File: config.mk
export PLATFORM = sky130hd
export DESIGN_NAME = rc_dbus_frame_decoder
export DESIGN_NICKNAME = d
export VERILOG_FILES = /design/src/design/rcdbus_pkg.sv /design/src/design/rc_dbus_frame_decoder.sv /design/src/design/rcdbus_collect.sv /design/src/design/rcdbus_decode.sv
export SDC_FILE = /design/constraint.sdc
export NUM_CORES = 1
export LEC_CHECK = 0
export BUFFER_PORTS_ARGS = -buffer_cell sky130_fd_sc_hd__buf_2
export CORE_MARGIN = 2
export CORE_UTILIZATION = 25
export CTS_CLUSTER_SIZE = 12
export DETAILED_ROUTE_END_ITERATION = 10
export PLACE_DENSITY_LB_ADDON = 0.25
export SLEW_MARGIN = 15
export SYNTH_ARGS = -nofsm -noshare
export SYNTH_HDL_FRONTEND = slang
export SYNTH_HIERARCHICAL = 1
export SYNTH_SLANG_ARGS = --single-unit
File: constraint.sdc
create_clock -name clk -period 29.1 [get_ports clk]
set_input_delay 1.455 -clock clk [delete_from_list [all_inputs] [get_ports clk]]
set_output_delay 1.455 -clock clk [all_outputs]
set_load 0.005 [all_outputs]
File: src/design/rcdbus_pkg.sv
package rcdbus_pkg;

    localparam int FRAME_BYTES_DEF  = 18;
    localparam int BUFFER_BYTES_DEF = 36;
    localparam int STORE_DEPTH      = 16;
    localparam int STORE_IDX_W      = $clog2(STORE_DEPTH);

    localparam int CHAN_W   = 11;
    localparam int BAND_W   = 10;
    localparam int SW_W     = 2;
    localparam int WORD_W   = 16;
    localparam int CFG_IDX_W  = 2;
    localparam int CFG_DATA_W = 11;

    localparam logic [CHAN_W-1:0] CENTER_RST     = 11'd1024;
    localparam logic [BAND_W-1:0] BAND_RIGHT_RST = 10'd15;
    localparam logic [BAND_W-1:0] BAND_LEFT_RST  = 10'd10;

    typedef enum logic [CFG_IDX_W-1:0] {
        CFG_STICK_CENTER   = 2'd0,
        CFG_DEADBAND_RIGHT = 2'd1,
        CFG_DEADBAND_LEFT  = 2'd2
    } cfg_idx_t;

    typedef logic [STORE_DEPTH-1:0][7:0] frame_t;

    typedef struct packed {
        logic [CHAN_W-1:0]        center;
        logic [BAND_W-1:0]        band_right;
        logic [BAND_W-1:0]        band_left;
    } cfg_t;

    typedef struct packed {
        logic [CHAN_W-1:0]        chan0;
        logic [CHAN_W-1:0]        chan1;
        logic [CHAN_W-1:0]        chan2;
        logic [CHAN_W-1:0]        chan3;
        logic [SW_W-1:0]          switch_left;
        logic [SW_W-1:0]          switch_right;
        logic signed [WORD_W-1:0] mouse_x;
        logic signed [WORD_W-1:0] mouse_y;
        logic signed [WORD_W-1:0] mouse_z;
        logic [WORD_W-1:0]        mouse_buttons;
        logic [WORD_W-1:0]        key_mask;
    } result_t;

    // snap to center when |ch - center| < band
    function automatic logic [CHAN_W-1:0] deadband(
        input logic [CHAN_W-1:0] ch,
        input logic [CHAN_W-1:0] center,
        input logic [BAND_W-1:0] band
    );
        logic signed [CHAN_W:0] d;
        logic [CHAN_W-1:0]      mag;
        d   = $signed({1'b0, ch}) - $signed({1'b0, center});
        mag = d[CHAN_W] ? CHAN_W'(-d) : d[CHAN_W-1:0];
        return (mag < {1'b0, band}) ? center : ch;
    endfunction

endpackage

File: src/design/rc_dbus_frame_decoder.sv
// Channel  Direction  Handshake              Payload
// in       input      in_valid / in_stall    rx_byte, line_idle
// out      output     out_valid / out_stall  chan0..3, switches, mouse, key_mask
// cfg      input      cfg_valid / cfg_ready  cfg_index, cfg_data
//
// One item per cycle while in_stall is low; a frame goes from its idle item
// through the input register and the result register to the outputs.
// in_stall rises only when an idle item ending a full frame waits on a held result.
// Reset clears the byte count and stage valids and loads the config defaults.
// cfg_ready is always high.
module rc_dbus_frame_decoder #(
    parameter int FRAME_BYTES  = rcdbus_pkg::FRAME_BYTES_DEF,
    parameter int BUFFER_BYTES = rcdbus_pkg::BUFFER_BYTES_DEF
) (
    input  logic                                    clk,
    input  logic                                    rst_n,
    input  logic                                    in_valid,
    output logic                                    in_stall,
    input  logic [7:0]                              rx_byte,
    input  logic                                    line_idle,
    output logic                                    out_valid,
    input  logic                                    out_stall,
    output logic [rcdbus_pkg::CHAN_W-1:0]           chan0,
    output logic [rcdbus_pkg::CHAN_W-1:0]           chan1,
    output logic [rcdbus_pkg::CHAN_W-1:0]           chan2,
    output logic [rcdbus_pkg::CHAN_W-1:0]           chan3,
    output logic [rcdbus_pkg::SW_W-1:0]             switch_left,
    output logic [rcdbus_pkg::SW_W-1:0]             switch_right,
    output logic signed [rcdbus_pkg::WORD_W-1:0]    mouse_x,
    output logic signed [rcdbus_pkg::WORD_W-1:0]    mouse_y,
    output logic signed [rcdbus_pkg::WORD_W-1:0]    mouse_z,
    output logic [rcdbus_pkg::WORD_W-1:0]           mouse_buttons,
    output logic [rcdbus_pkg::WORD_W-1:0]           key_mask,
    input  logic                                    cfg_valid,
    output logic                                    cfg_ready,
    input  logic [rcdbus_pkg::CFG_IDX_W-1:0]        cfg_index,
    input  logic [rcdbus_pkg::CFG_DATA_W-1:0]       cfg_data
);
    import rcdbus_pkg::*;

    cfg_t    cfg_reg, cfg_next;
    frame_t  frame;
    result_t res;
    logic    load;
    logic    busy;
    logic    out_free;
    logic    cfg_we;

    assign cfg_ready = 1'b1;
    assign cfg_we    = cfg_valid && cfg_ready;

    always_comb
    begin
        cfg_next = cfg_reg;
        if (cfg_we)
        begin
            unique case (cfg_index)
                CFG_STICK_CENTER:   cfg_next.center     = cfg_data[CHAN_W-1:0];
                CFG_DEADBAND_RIGHT: cfg_next.band_right = cfg_data[BAND_W-1:0];
                CFG_DEADBAND_LEFT:  cfg_next.band_left  = cfg_data[BAND_W-1:0];
                default:            cfg_next = cfg_reg;
            endcase
        end
    end

    always_ff @(posedge clk or negedge rst_n)
    begin
        if (!rst_n)
        begin
            cfg_reg.center     <= CENTER_RST;
            cfg_reg.band_right <= BAND_RIGHT_RST;
            cfg_reg.band_left  <= BAND_LEFT_RST;
        end
        else
        begin
            cfg_reg <= cfg_next;
        end
    end

    rcdbus_collect #(
        .FRAME_BYTES  (FRAME_BYTES),
        .BUFFER_BYTES (BUFFER_BYTES)
    ) u_collect (
        .clk       (clk),
        .rst_n     (rst_n),
        .in_valid  (in_valid),
        .in_stall  (in_stall),
        .rx_byte   (rx_byte),
        .line_idle (line_idle),
        .out_free  (out_free),
        .load      (load),
        .busy      (busy),
        .frame     (frame)
    );

    rcdbus_decode u_decode (
        .clk       (clk),
        .rst_n     (rst_n),
        .load      (load),
        .frame     (frame),
        .cfg       (cfg_reg),
        .out_stall (out_stall),
        .out_valid (out_valid),
        .out_free  (out_free),
        .res       (res)
    );

    assign chan0         = res.chan0;
    assign chan1         = res.chan1;
    assign chan2         = res.chan2;
    assign chan3         = res.chan3;
    assign switch_left   = res.switch_left;
    assign switch_right  = res.switch_right;
    assign mouse_x       = res.mouse_x;
    assign mouse_y       = res.mouse_y;
    assign mouse_z       = res.mouse_z;
    assign mouse_buttons = res.mouse_buttons;
    assign key_mask      = res.key_mask;

    a_stall_needs_item: assert property (@(posedge clk) disable iff (!rst_n)
        in_stall |-> busy)
        else $error("input stalled with empty stage");

    a_no_overwrite: assert property (@(posedge clk) disable iff (!rst_n)
        load |-> !(out_valid && out_stall))
        else $error("held result overwritten");

    a_result_drains: assert property (@(posedge clk) disable iff (!rst_n)
        (out_valid && !out_stall && !load) |=> !out_valid)
        else $error("result delivered twice");

    a_center_write: assert property (@(posedge clk) disable iff (!rst_n)
        (cfg_we && cfg_index == CFG_STICK_CENTER) |=> cfg_reg.center == $past(cfg_data))
        else $error("center register not written");

endmodule

File: src/design/rcdbus_collect.sv
module rcdbus_collect #(
    parameter int FRAME_BYTES  = rcdbus_pkg::FRAME_BYTES_DEF,
    parameter int BUFFER_BYTES = rcdbus_pkg::BUFFER_BYTES_DEF
) (
    input  logic                clk,
    input  logic                rst_n,
    input  logic                in_valid,
    output logic                in_stall,
    input  logic [7:0]          rx_byte,
    input  logic                line_idle,
    input  logic                out_free,
    output logic                load,
    output logic                busy,
    output rcdbus_pkg::frame_t  frame
);
    import rcdbus_pkg::*;

    localparam int CNT_W = $clog2(BUFFER_BYTES + 1);

    logic             s1_valid_reg, s1_valid_next;
    logic [7:0]       s1_byte_reg;
    logic             s1_idle_reg;
    logic [CNT_W-1:0] cnt_reg, cnt_next;
    logic [7:0]       store_reg [STORE_DEPTH];
    logic             adv;
    logic             full_frame;
    logic             accept;

    assign full_frame = s1_idle_reg && (cnt_reg == CNT_W'(FRAME_BYTES));
    assign load       = s1_valid_reg && full_frame && out_free;
    assign adv        = s1_valid_reg && (!full_frame || out_free);
    assign in_stall   = s1_valid_reg && !adv;
    assign accept     = in_valid && !in_stall;
    assign busy       = s1_valid_reg;

    always_comb
    begin
        s1_valid_next = s1_valid_reg;
        if (accept)
        begin
            s1_valid_next = 1'b1;
        end
        else if (adv)
        begin
            s1_valid_next = 1'b0;
        end
    end

    always_comb
    begin
        cnt_next = cnt_reg;
        if (adv)
        begin
            if (s1_idle_reg)
            begin
                cnt_next = '0;
            end
            else if (cnt_reg < CNT_W'(BUFFER_BYTES))
            begin
                cnt_next = cnt_reg + CNT_W'(1);
            end
        end
    end

    always_ff @(posedge clk or negedge rst_n)
    begin
        if (!rst_n)
        begin
            s1_valid_reg <= 1'b0;
            cnt_reg      <= '0;
        end
        else
        begin
            s1_valid_reg <= s1_valid_next;
            cnt_reg      <= cnt_next;
        end
    end

    always_ff @(posedge clk)
    begin
        if (accept)
        begin
            s1_byte_reg <= rx_byte;
            s1_idle_reg <= line_idle;
        end
    end

    always_ff @(posedge clk)
    begin
        if (adv && !s1_idle_reg && (cnt_reg < CNT_W'(STORE_DEPTH)))
        begin
            store_reg[cnt_reg[STORE_IDX_W-1:0]] <= s1_byte_reg;
        end
    end

    always_comb
    begin
        for (int i = 0; i < STORE_DEPTH; i++)
        begin
            frame[i] = store_reg[i];
        end
    end

endmodule

File: src/design/rcdbus_decode.sv
module rcdbus_decode (
    input  logic                clk,
    input  logic                rst_n,
    input  logic                load,
    input  rcdbus_pkg::frame_t  frame,
    input  rcdbus_pkg::cfg_t    cfg,
    input  logic                out_stall,
    output logic                out_valid,
    output logic                out_free,
    output rcdbus_pkg::result_t res
);
    import rcdbus_pkg::*;

    logic    out_valid_reg, out_valid_next;
    result_t res_reg, res_next;
    logic [CHAN_W-1:0] c0, c1, c2, c3;

    assign out_free  = !out_valid_reg || !out_stall;
    assign out_valid = out_valid_reg;
    assign res       = res_reg;

    always_comb
    begin
        c0 = {frame[1][2:0], frame[0]};
        c1 = {frame[2][5:0], frame[1][7:3]};
        c2 = {frame[4][0], frame[3], frame[2][7:6]};
        c3 = {frame[5][3:0], frame[4][7:1]};

        res_next.chan0         = deadband(c0, cfg.center, cfg.band_right);
        res_next.chan1         = deadband(c1, cfg.center, cfg.band_right);
        res_next.chan2         = deadband(c2, cfg.center, cfg.band_left);
        res_next.chan3         = deadband(c3, cfg.center, cfg.band_left);
        res_next.switch_left   = frame[5][5:4];
        res_next.switch_right  = frame[5][7:6];
        res_next.mouse_x       = $signed({frame[7], frame[6]});
        res_next.mouse_y       = $signed({frame[9], frame[8]});
        res_next.mouse_z       = $signed({frame[11], frame[10]});
        res_next.mouse_buttons = {frame[13], frame[12]};
        res_next.key_mask      = {frame[15], frame[14]};
    end

    always_comb
    begin
        out_valid_next = out_valid_reg;
        if (load)
        begin
            out_valid_next = 1'b1;
        end
        else if (!out_stall)
        begin
            out_valid_next = 1'b0;
        end
    end

    always_ff @(posedge clk or negedge rst_n)
    begin
        if (!rst_n)
        begin
            out_valid_reg <= 1'b0;
        end
        else
        begin
            out_valid_reg <= out_valid_next;
        end
    end

    always_ff @(posedge clk)
    begin
        if (load)
        begin
            res_reg <= res_next;
        end
    end

endmodule
Word level (Yosys, flattened, before mapping)
Memory sizes are Yosys's and may differ from the RTL's. A register that Yosys moved wholly into a read port is not among the register bits.
Index checks and enable logic that the tools add are counted.
{"block": "totals", "ramBits": 128, "wordCells": 73, "latchBits": 0, "romBits": 0, "memories": 1, "reg_bits": 96}
{"block": "op_classes", "add_sub_neg": 9, "multipliers": 0, "n_mux": 16, "div": 0, "eq_ne": 4, "order_cmp": 6, "n_bitwise": 0, "n_reduce_logical": 23, "n_shift": 0}
{"memory": "u_collect.store_reg", "depth": 16, "word_bits": 8, "read_ports": 16, "rd_clocked_by_memory_dff": 10, "write_ports": 1, "line_no": "rcdbus_collect.sv:24", "source": "logic [7:0] store_reg [STORE_DEPTH];"}
{"cell": "11-bit 2-to-1 mux", "count": 8}
{"cell": "11-bit by 11-bit subtractor with 12-bit output", "count": 4}
{"cell": "11-bit by 10-bit less-than comparator with 1-bit output", "count": 4}
{"cell": "11-bit negation", "count": 4}
{"cell": "6-bit 2-to-1 mux", "count": 2}
{"cell": "1-bit logical AND", "count": 8}
{"cell": "2-bit AND reduction", "count": 4}
{"cell": "6-bit by 1-bit adder with 6-bit output (second input constant)", "count": 1}
{"cell": "6-bit by 5-bit == test with 1-bit output (second input constant)", "count": 1}
{"cell": "1-bit logical NOT", "count": 6}
{"cell": "6-bit by 5-bit less-than comparator with 1-bit output (second input constant)", "count": 1}
{"cell": "6-bit less-than comparator (second input constant)", "count": 1}
{"cell": "1-bit 2-to-1 mux", "count": 6}
{"cell": "2-bit nonzero test", "count": 2}
{"cell": "2-bit by 1-bit == test with 1-bit output (second input constant)", "count": 1}
{"cell": "2-bit == test (second input constant)", "count": 1}
{"cell": "2-bit logical NOT", "count": 1}
{"cell": "1-bit logical OR", "count": 2}
{"cell": "2-bit by 1-bit != test with 1-bit output (second input constant)", "count": 1}

Logic depth before layout (Yosys ltp)
Gate-level depths: netlist of run 1.
{"block": "depth", "ltp_word": 10, "depth_mapped": 23, "depth_no_buf": 20}

Cells and area by module
Netlist of run 1, hierarchy kept.
{"module": "rcdbus_decode", "area_per_inst_um2": 8818.5, "seq_area_each_um2": 3868.7, "instances": 1, "cells_each": 829}
{"module": "rcdbus_collect", "area_per_inst_um2": 4730.8, "seq_area_each_um2": 4289.1, "instances": 1, "cells_each": 212}
{"module": "rc_dbus_frame_decoder", "area_per_inst_um2": 1281.2, "seq_area_each_um2": 784.5, "instances": 1, "cells_each": 70}

Least setup slack after synthesis of run 1
OpenSTA, ideal clock, no wires.
{"block": "synth_path", "path_kind": "in2reg", "from": "in out_stall", "to": "reg, netlist name u_decode/res[0]", "stages": 3, "arrival_ns": 13.959, "slack_ns": 14.210, "cell_sequence": "nand2_1 > inv_1 > nor4_1"}
{"block": "synth_between", "elab_chain_cells": 3}
{"item": "from (decl)", "line_no": "rc_dbus_frame_decoder.sv:22", "source": "input logic out_stall,"}
{"item": "1-bit logical NOT", "line_no": "rcdbus_decode.sv:18", "source": "assign out_free = !out_valid_reg || !out_stall;"}
{"item": "1-bit logical OR", "line_no": "rcdbus_decode.sv:18"}
{"item": "1-bit logical AND", "line_no": "rcdbus_collect.sv:30", "source": "assign load = s1_valid_reg && full_frame && out_free;"}
{"item": "via load", "line_no": "rc_dbus_frame_decoder.sv:44", "source": "logic load;"}
The timed path passes the listed nets, and every way through them passes these cells.
A chain may end at the register's enable or synchronous reset.

==> run summary, run 1 <==
status -> complete, no violations
CTS HTree Levels -> 2
detailed-route via count -> 9737
die area -> 61290 sq um
YS warnings -> 6
Lkg Pwr -> 6.713 nW
Num CTS Buffers -> 38
Die W -> 247.6 um
DRC -> 0
Total Power -> 0.001487 W
final worst-path cycle share -> 0.2024
nature of the critical path startpoint -> flip-flop
RePlAce Congestion -> 0.8710
sequential area share after synthesis -> 0.6030
Slew @ Worst Pin -> 1.155 ns
main flop type after synthesis -> edfxtp_1
antenna violations before repair -> 2
Avg Cell Area, Syn -> 13.35 sq um
routed vias/inst -> 4.681
aggregate global-route resource usage -> 0.1409
global-route wire length before repair -> 63440 um
PD cells -> 83.84 nW/um^2
Cell variety after synth -> 74
CTS resizes -> 0
number of synthesized flops with an enable pin -> 265
slew margin rel. -> 0.2282
non-filler instance count after layout -> 2080
Max Fclk -> 0.1698 GHz
ranking of synthesized cells by area -> edfxtp_1 54%, ha_1 7.4%, dfrtp_1 5.4%
placed cell count -> 2013
core area -> 58800 sq um
latest clock arrival within the worst-skew pair -> 0.56 ns
Syn Std Cell Area -> 14830 sq um
Synth top area share -> 0.5366
min cycle time layout -> 5.890 ns
nets@finish -> 1399
grt ovf -> 0
CTS tree -> built
TritonRoute pass-1 iters -> 4
Post-Syn Nets -> 1230
CP Class -> flip-flop to flip-flop
hold_buf cts -> 0
Layout area overhead -> 19.62%
Post-DP Area -> 16490 sq um
post-synthesis register bit count -> 304
design area -> 17740 sq um
starting DRC count in detailed routing -> 685
async set-reset flop share out of synthesis -> 0.1283
Worst Setup End Kind -> flip-flop
total length of routed wires -> 43350 um
slack of the critical path -> 23.21 ns
Die Y-Extent -> 247.6 um
most frequent cell after synthesis -> edfxtp_1
final hold violations -> 0
Arr. time, crit path -> 6.32 ns
Slew Viols, Final -> 0
clock slew at reported path FFs -> 0.06 ns
Worst Path Required -> 29.53 ns
num ports -> 158
# setup viols final -> 0
hold crit path type -> flip-flop to flip-flop
Layout Skew -> 0.03118 ns
cell taking the most area after synthesis -> edfxtp_1
CTS Buffer Depth -> 3
top post-synthesis cells by count -> 265 x edfxtp_1, 88 x ha_1, 71 x nand2_1
root buf cell -> clkbuf_16
max cap viols -> 0
layout cell share with drive strength beyond 1 -> 0.2379
Post-DRT Antenna Nets -> 0
Routed wire per std cell -> 20.84 um
input/output buffers -> 156
peak supply drop -> 0.00004289 V
number of global-route vias before repair -> 9610
Post-CTS Setup Bufs -> 0
setup tns final -> 0 ns
pre-CTS worst setup slack -> 23.25 ns
Initial Utilization -> 0.2522
ANT cells -> 0
RSZ-0062 raised after global routing -> no
Syn Inst Count -> 1111
DP Wirelength -> 30680 um
largest net degree at the start of global routing -> 77
CTS sink cnt -> 304
# rows -> 89
worst-path fanout max -> 33
placed cells by master (no fill, tap or decap), types with 29 or more instances in the layout:
cell         n
dfrtp_1     32
nand2_1     71
buf_2      156
nand3_1     30
ha_1        88
a21oi_1     42
o21ai_0     34
mux2_2      33
clkbuf_16   38
nor2_1      45
inv_1       63
mux2_4      29
xnor2_1     40
edfxtp_1   265
layer usage:
metal | GRT usage | part of all wire
met1 | 0.1890 | 0.45
met2 | 0.2286 | 0.47
met3 | 0.02941 | 0.057
met4 | 0.04156 | 0.023
met5 | 0 | 0
final timing paths:
path                                       startpoint               end  slack [ns]  cells after the start
min in group asynchronous                       rst_n       cfg_reg[18]        1.09                      1
max                                       cfg_reg[23]  u_decode/res[92]       23.21                     17
min reg2reg                u_collect/store_reg[10][4]  u_decode/res[36]        0.41                      0
max reg2reg                               cfg_reg[23]  u_decode/res[92]       23.21                     17
max in group asynchronous                       rst_n    u_collect/busy       27.38                      1
min                        u_collect/store_reg[10][4]  u_decode/res[36]        0.41                      0
kinds of logic (layout without fill, tap and decap cells):
kind of cell / count (synthesis) / after routing / share of synthesized area
XOR/XNOR: 54 / 54 / 0.03189
other: 1 / 1 / 0.0002529
multiplexers: 68 / 68 / 0.05847
flip-flops: 304 / 304 / 0.6030
AND/OR/NAND/NOR: 300 / 300 / 0.1088
buffers and inverters: 101 / 297 / 0.02902
AO/OA/AOI/OAI: 191 / 191 / 0.08901
adder cells (fa/ha/maj): 92 / 92 / 0.07964
report_power, final:
group	switching, W	leakage (nW)	internal (W)	total (W)
clock network	0.000191	0.607	0.000278	0.000469
logic	0.000293	3.25	0.000201	0.000495
registers	0.0000203	2.86	0.000504	0.000524
area by class of cell:
type / count / area (sq um)
flip-flops and latches: 304 / 8942
multi-input cells: 706 / 5482
inverters: 63 / 236.5
clock buffers: 47 / 1015
repair buffers: 167 / 863.3
clock inverters: 20 / 235.2
well taps: 773 / 967.2
fillers: 6002 / 41060
metrics by stage:
stage | hold slack (ns) | util
2_1_floorplan | 0.4003 | -
3_3_place_gp | 0.4015 | 0.2805
3_5_place_dp | 0.4045 | 0.2805
4_1_cts | 0.4077 | 0.3017
5_1_grt | 0.4128 | 0.3017
6_report | 0.4100 | 0.3017
worst max-delay path: stages, from the launching register on:
cell	delay (ns)
dfrtp_1	0.44
inv_1	0.22
ha_1	0.42
o21ai_0	0.17
a21o_1	0.21
a211oi_1	0.42
o2111ai_1	0.28
a211oi_2	0.70
nor2_1	0.11
xor2_1	0.18
ha_1	0.31
a2111o_1	0.40
a2111oi_0	0.56
nor2_2	0.08
buf_4	0.27
a2111oi_0	0.69
a2111oi_0	0.18
nand3_1	0.12
(Power assumes the default switching activity.)
==> run 2, diff against run 1 <==
Clock period 29.1 ns to 5.2 ns, I/O delays scaled along.
==> run summary, run 2 (synthesis gave the netlist of run 1 again) <==
TritonRoute pass-1 iters -> 5 (+1)
Post-DP Area -> 16790 sq um (+1.8%)
fillers -> 5967 (-0.58%)
Max Fclk -> 0.2025 GHz (+19%)
antenna violations before repair -> 3 (+1)
die area -> 61290 sq um (unchanged)
slew margin rel. -> 0.2421 (+0.01394)
max cap viols -> 0 (unchanged)
largest net degree at the start of global routing -> 67 (-13%)
Fin Hold WS -> 0.04010 ns (-0.3699 ns)
commonest non-fill, non-tap cell in the layout -> edfxtp_1
Final Util -> 0.3090 (+0.007257)
clock slew at reported path FFs -> 0.06 ns (about the same)
slack of the critical path -> 0.2627 ns (-22.95 ns)
RePlAce Congestion -> 0.8240 (-5.4%)
root buf cell -> clkbuf_16
most frequent cells in the layout -> 265 x edfxtp_1, 156 x buf_2, 87 x ha_1
CTS tree -> built
worst-path fanout max -> 11 (-67%)
core area -> 58800 sq um (unchanged)
Die W -> 247.6 um (unchanged)
peak supply drop -> 0.0002624 V (+510%)
routed vias/inst -> 4.641 (-0.86%)
Lkg Pwr -> 6.936 nW (+3.3%)
CP top delay family -> compound AO/OA/AOI/OAI gates
CTS Buffer Depth -> 3 (unchanged)
CTS sink cnt -> 304 (unchanged)
final worst-path cycle share -> 0.9495 (+0.7471)
# rows -> 89 (unchanged)
# setup viols final -> 0 (unchanged)
nets@finish -> 1450 (+3.6%)
PD cells -> 461.0 nW/um^2 (+450%)
starting DRC count in detailed routing -> 638 (-6.9%)
nature of the critical path startpoint -> flip-flop
detailed-route via count -> 9871 (+1.4%)
CP Class -> flip-flop to flip-flop
final hold violations -> 0 (unchanged)
number of global-route vias before repair -> 9531 (-0.82%)
Layout Skew -> 0.02728 ns (-0.003906 ns)
Slew Viols, Final -> 0 (unchanged)
worst-path cell chain -> inv_2 > ha_1 > a21o_1 > or4b_2 > o22ai_2 > o21ai_1 > a31oi_1 > buf_4 > nor2b_1 > xnor2_1 > ha_1 > a21o_1 > a31oi_1 > o21ai_0 > o31ai_1 > a21oi_1 > nor3b_1 > mux2i_1 > buf_4 > mux2i_1
aggregate global-route resource usage -> 0.1418 (+0.0008705)
total length of routed wires -> 44170 um (+1.9%)
latest clock arrival within the worst-skew pair -> 0.56 ns (about the same)
pre-CTS worst setup slack -> 0.1069 ns (-23.14 ns)
Num CTS Buffers -> 36 (-5.3%)
Die Y-Extent -> 247.6 um (unchanged)
DP Wirelength -> 30920 um (+0.77%)
layout cell share with drive strength beyond 1 -> 0.2570 (+0.01907)
Arr. time, crit path -> 5.23 ns (-1.09 ns)
Post-DRT Antenna Nets -> 0 (unchanged)
Layout area overhead -> 22.50%
design area -> 18170 sq um (+2.4%)
Slew @ Worst Pin -> 1.137 ns (-0.01852 ns)
CTS HTree Levels -> 2 (unchanged)
slowest stage cell on the critical path -> or4b_2
ANT cells -> 0 (unchanged)
grt ovf -> 0 (unchanged)
num ports -> 158 (unchanged)
input/output buffers -> 156 (unchanged)
status -> complete, no violations
Worst Path Required -> 5.49 ns (-24.04 ns)
worst stage delay on the critical path -> 0.65 ns (-0.05 ns)
Initial Utilization -> 0.2522 (unchanged)
global-route wire length before repair -> 63360 um (-0.13%)
critical path buffer and inverter count -> 3 (+1)
min cycle time layout -> 4.937 ns (-0.9528 ns)
Total Power -> 0.008374 W (+460%)
DRC -> 0 (unchanged)
Worst Setup End Kind -> flip-flop
hold crit path type -> input port to flip-flop
Routed wire per std cell -> 20.76 um (-0.38%)
[run 2: worst register-to-register path, delay by kind of cell, from the launching register on]
kind,cells,cell delay [ns]
fa+ha+maj,2,0.59
mux,2,0.47
compound gates,9,1.55
flops,1,0.38
xor+xnor,1,0.14
buf+inv,3,0.53
simple gates,3,1.02
[run 2: layer usage]
metal | vias up | wire (um) | global-route usage
met5 | - | 0 | 0
met4 | 0 | 1032 | 0.04227
met3 | 52 | 2111 | 0.02444
met2 | 253 | 20700 | 0.2287
met1 | 4915 | 20330 | 0.1944
li1 | 4651 | - | -
[run 2: where the power goes]
part / leakage (nW) / internal [W] / switching (W)
Combinational: 3.50 / 0.00125 / 0.00168
Sequential: 2.86 / 0.00282 / 0.0000960
Clock: 0.580 / 0.00151 / 0.00103
Total: 6.94 / 0.00557 / 0.00280
[run 2: layout make-up]
type,instances,area [sq um],area share
Clock buffer,47,993.5,0.05468
Clock inverter,14,191.4,0.01054
Inverter,63,236.5,0.01302
Multi-Input combinational cell,706,5528,0.3043
Sequential cell,304,8942,0.4922
Tap cell,773,967.2,0.05324
Timing Repair Buffer,220,1309,0.07204
[run 2: repair_timing]
item / in CTS / in global routing
setup buffers: 0 / 0
endpoints found under the hold margin: 54 / 0
hold buffers: 16 / 0
resized for setup: 0 / 7
endpoints found under the setup margin: 0 / 32
[run 2: path summary, 6_finish.rpt]
path	start	to	slack [ns]	cells after the start
worst max-delay path	cfg_reg[24]	u_decode/res[117]	0.26	20
worst min-delay path	cfg_data[5]	cfg_reg[5]	0.04	2
worst max register to register	cfg_reg[24]	u_decode/res[117]	0.26	20
worst min register to register	u_collect/store_reg[11][7]	u_decode/res[47]	0.41	0
max in group asynchronous	rst_n	u_collect/cnt_reg[1]	4.07	2
min in group asynchronous	rst_n	cfg_reg[7]	0.45	2
[run 2: through the flow]
stage / TNS [ns] / std cells
after floorplan: -18.05 / 1111
after global placement: 0 / 2049
after detailed placement: 0 / 2049
after CTS: 0 / 2126
after global routing: -0.01003 / 2127
final: 0 / 2127
==> run 3, diff against run 2 <==
Settings changed: CELL_PAD_IN_SITES_DETAIL_PLACEMENT set to 1, CELL_PAD_IN_SITES_GLOBAL_PLACEMENT set to 2.
==> run summary, run 3 (synthesis gave the netlist of run 1 again) <==
Initial Utilization -> 0.2522 (unchanged)
Routed wire per std cell -> 22.36 um (+7.7%)
antenna violations before repair -> 1 (-2)
Worst Setup End Kind -> flip-flop
commonest non-fill, non-tap cell in the layout -> edfxtp_1
Arr. time, crit path -> 5.26 ns (+0.03 ns)
status -> complete, no violations
Slew @ Worst Pin -> 1.140 ns (+0.003061 ns)
setup tns final -> 0 ns (unchanged)
# rows -> 89 (unchanged)
Hold Crit Depth -> 2 (unchanged)
DRC -> 0 (unchanged)
ANT cells -> 0 (unchanged)
slowest stage cell on the critical path -> or4b_2
worst-path fanout max -> 11 (unchanged)
Layout area overhead -> 24.74%
FF-to-FF path depth -> 20 (unchanged)
# setup viols final -> 0 (unchanged)
Layout Skew -> 0.02776 ns (+0.0004791 ns)
met2 GRT Util -> 0.2561 (+0.02736)
worst-path cell chain -> inv_1 > ha_2 > a21o_1 > or4b_2 > o22ai_4 > o21ai_1 > a31oi_1 > buf_4 > nor2b_1 > xnor2_1 > ha_1 > a21o_1 > a31oi_1 > o21ai_1 > o31ai_1 > a21oi_1 > nor3_1 > mux2i_1 > buf_4 > mux2_2
critical hold path startpoint -> cfg_data[2]
Die Y-Extent -> 247.6 um (unchanged)
met3 usage -> 0.02865 (+0.004217)
CTS sink cnt -> 304 (unchanged)
nets@finish -> 1478 (+1.9%)
routed vias/inst -> 4.664 (+0.50%)
starting DRC count in detailed routing -> 610 (-4.4%)
hold crit path type -> input port to flip-flop
input/output buffers -> 156 (unchanged)
CTS tree -> built
layout cell share with drive strength beyond 1 -> 0.2704 (+0.01335)
grt met1 use -> 0.2163 (+0.02197)
slack of the critical path -> 0.2377 ns (-0.02504 ns)
Post-DRT Antenna Nets -> 0 (unchanged)
clock slew at reported path FFs -> 0.06 ns (about the same)
DP Wirelength -> 34480 um (+12%)
worst stage delay on the critical path -> 0.64 ns (about the same)
final hold violations -> 0 (unchanged)
latest clock arrival within the worst-skew pair -> 0.58 ns (+0.02 ns)
final worst-path cycle share -> 0.9543 (+0.004814)
Total Power -> 0.008796 W (+5.0%)
detailed-route via count -> 10074 (+2.1%)
core area -> 58800 sq um (unchanged)
FF-to-FF Start -> cfg_reg[24]
Max Fclk -> 0.2015 GHz (-0.50%)
global-route wire length before repair -> 70600 um (+11%)
RSZ-0062 raised after global routing -> no
slew margin rel. -> 0.2401 (-0.002041)
grt ovf -> 0 (unchanged)
max cap viols -> 0 (unchanged)
fillers -> 6368 (+6.7%)
Worst Path Required -> 5.49 ns (about the same)
design area -> 18500 sq um (+1.8%)
aggregate global-route resource usage -> 0.1577 (+0.01597)
Post-DP Area -> 16960 sq um (+1.0%)
RePlAce Congestion -> 0.7976 (-3.2%)
total length of routed wires -> 48290 um (+9.3%)
peak supply drop -> 0.0002754 V (+4.9%)
Reg-to-Reg End -> u_decode/res[126]
CTS Buffer Depth -> 3 (unchanged)
Worst Setup SP -> cfg_reg[24]
min cycle time layout -> 4.962 ns (+0.02504 ns)
PD cells -> 475.5 nW/um^2 (+3.2%)
CTS HTree Levels -> 2 (unchanged)
Slew Viols, Final -> 0 (unchanged)
root buf cell -> clkbuf_16
die area -> 61290 sq um (unchanged)
Fin Hold WS -> 0.03720 ns (-0.002900 ns)
TritonRoute pass-1 iters -> 5 (unchanged)
R2R Setup Slk -> 0.24 ns (-0.03 ns)
Lkg Pwr -> 7.096 nW (+2.3%)
most frequent cells in the layout -> 265 x edfxtp_1, 156 x buf_2, 86 x ha_1
CP Class -> flip-flop to flip-flop
GRT busiest layer -> met2
nature of the critical path startpoint -> flip-flop
worst hold endpoint -> cfg_reg[12]
num ports -> 158 (unchanged)
largest net degree at the start of global routing -> 76 (+13%)
Num CTS Buffers -> 38 (+5.6%)
Die W -> 247.6 um (unchanged)
number of global-route vias before repair -> 10474 (+9.9%)
pre-CTS worst setup slack -> 0.1099 ns (+0.002922 ns)
==> run 3: how the worst max path moves through the flow <==
stage,end,slack [ns],cells past startpoint
6_report,u_decode/res[126],0.24,20
4_1_cts,u_decode/res[126],0.08,19
2_1_floorplan,u_decode/res[0],-0.14,4
5_1_grt,u_decode/res[126],0.008,20
3_5_place_dp,u_decode/res[119],0.11,19
3_3_place_gp,u_decode/res[119],0.10,19
==> run 3: timing repair <==
item / in CTS / in global routing
hold buffers: 21 / 0
buffers inserted: 0 / 3
endpoints found under the setup margin: 0 / 22
resized for setup: 0 / 14
hold endpoints to repair: 67 / 0
==> run 3: power by group <==
group / total [W] / internal, W / switching, W
logic: 0.00324 / 0.00144 / 0.00180
registers: 0.00292 / 0.00282 / 0.0000974
clock network: 0.00264 / 0.00152 / 0.00111
==> run 3: layout make-up <==
| class | count | area [sq um] | share of cell area |
|---|---|---|---|
| Clock inverter | 24 | 274.0 | 0.01481 |
| Multi-Input combinational cell | 706 | 5572 | 0.3012 |
| Inverter | 63 | 236.5 | 0.01278 |
| Timing Repair Buffer | 246 | 1534 | 0.08292 |
| Clock buffer | 44 | 973.4 | 0.05262 |
| Tap cell | 773 | 967.2 | 0.05228 |
| Sequential cell | 304 | 8942 | 0.4834 |
==> run 3: critical path: cells and delay by family, from the launching register on <==
| kind | cells | cell delay (ns) |
|---|---|---|
| flops | 1 | 0.39 |
| fa+ha+maj | 2 | 0.58 |
| simple gates | 3 | 1.01 |
| buf+inv | 3 | 0.49 |
| compound gates | 9 | 1.68 |
| xor+xnor | 1 | 0.14 |
| mux | 2 | 0.41 |
==> run 3: per-stage QoR <==
step                utilization  cells
floorplan                     -   1111
global placement         0.2884   2068
detailed placement       0.2884   2068
CTS                      0.3132   2157
global route             0.3146   2160
finish                   0.3146   2160
==> run 3: layer usage <==
layer	vias to the layer above	wire, um
met1	5122	22810
met3	47	1968
met5	-	0
li1	4717	-
met4	0	937
met2	188	22580
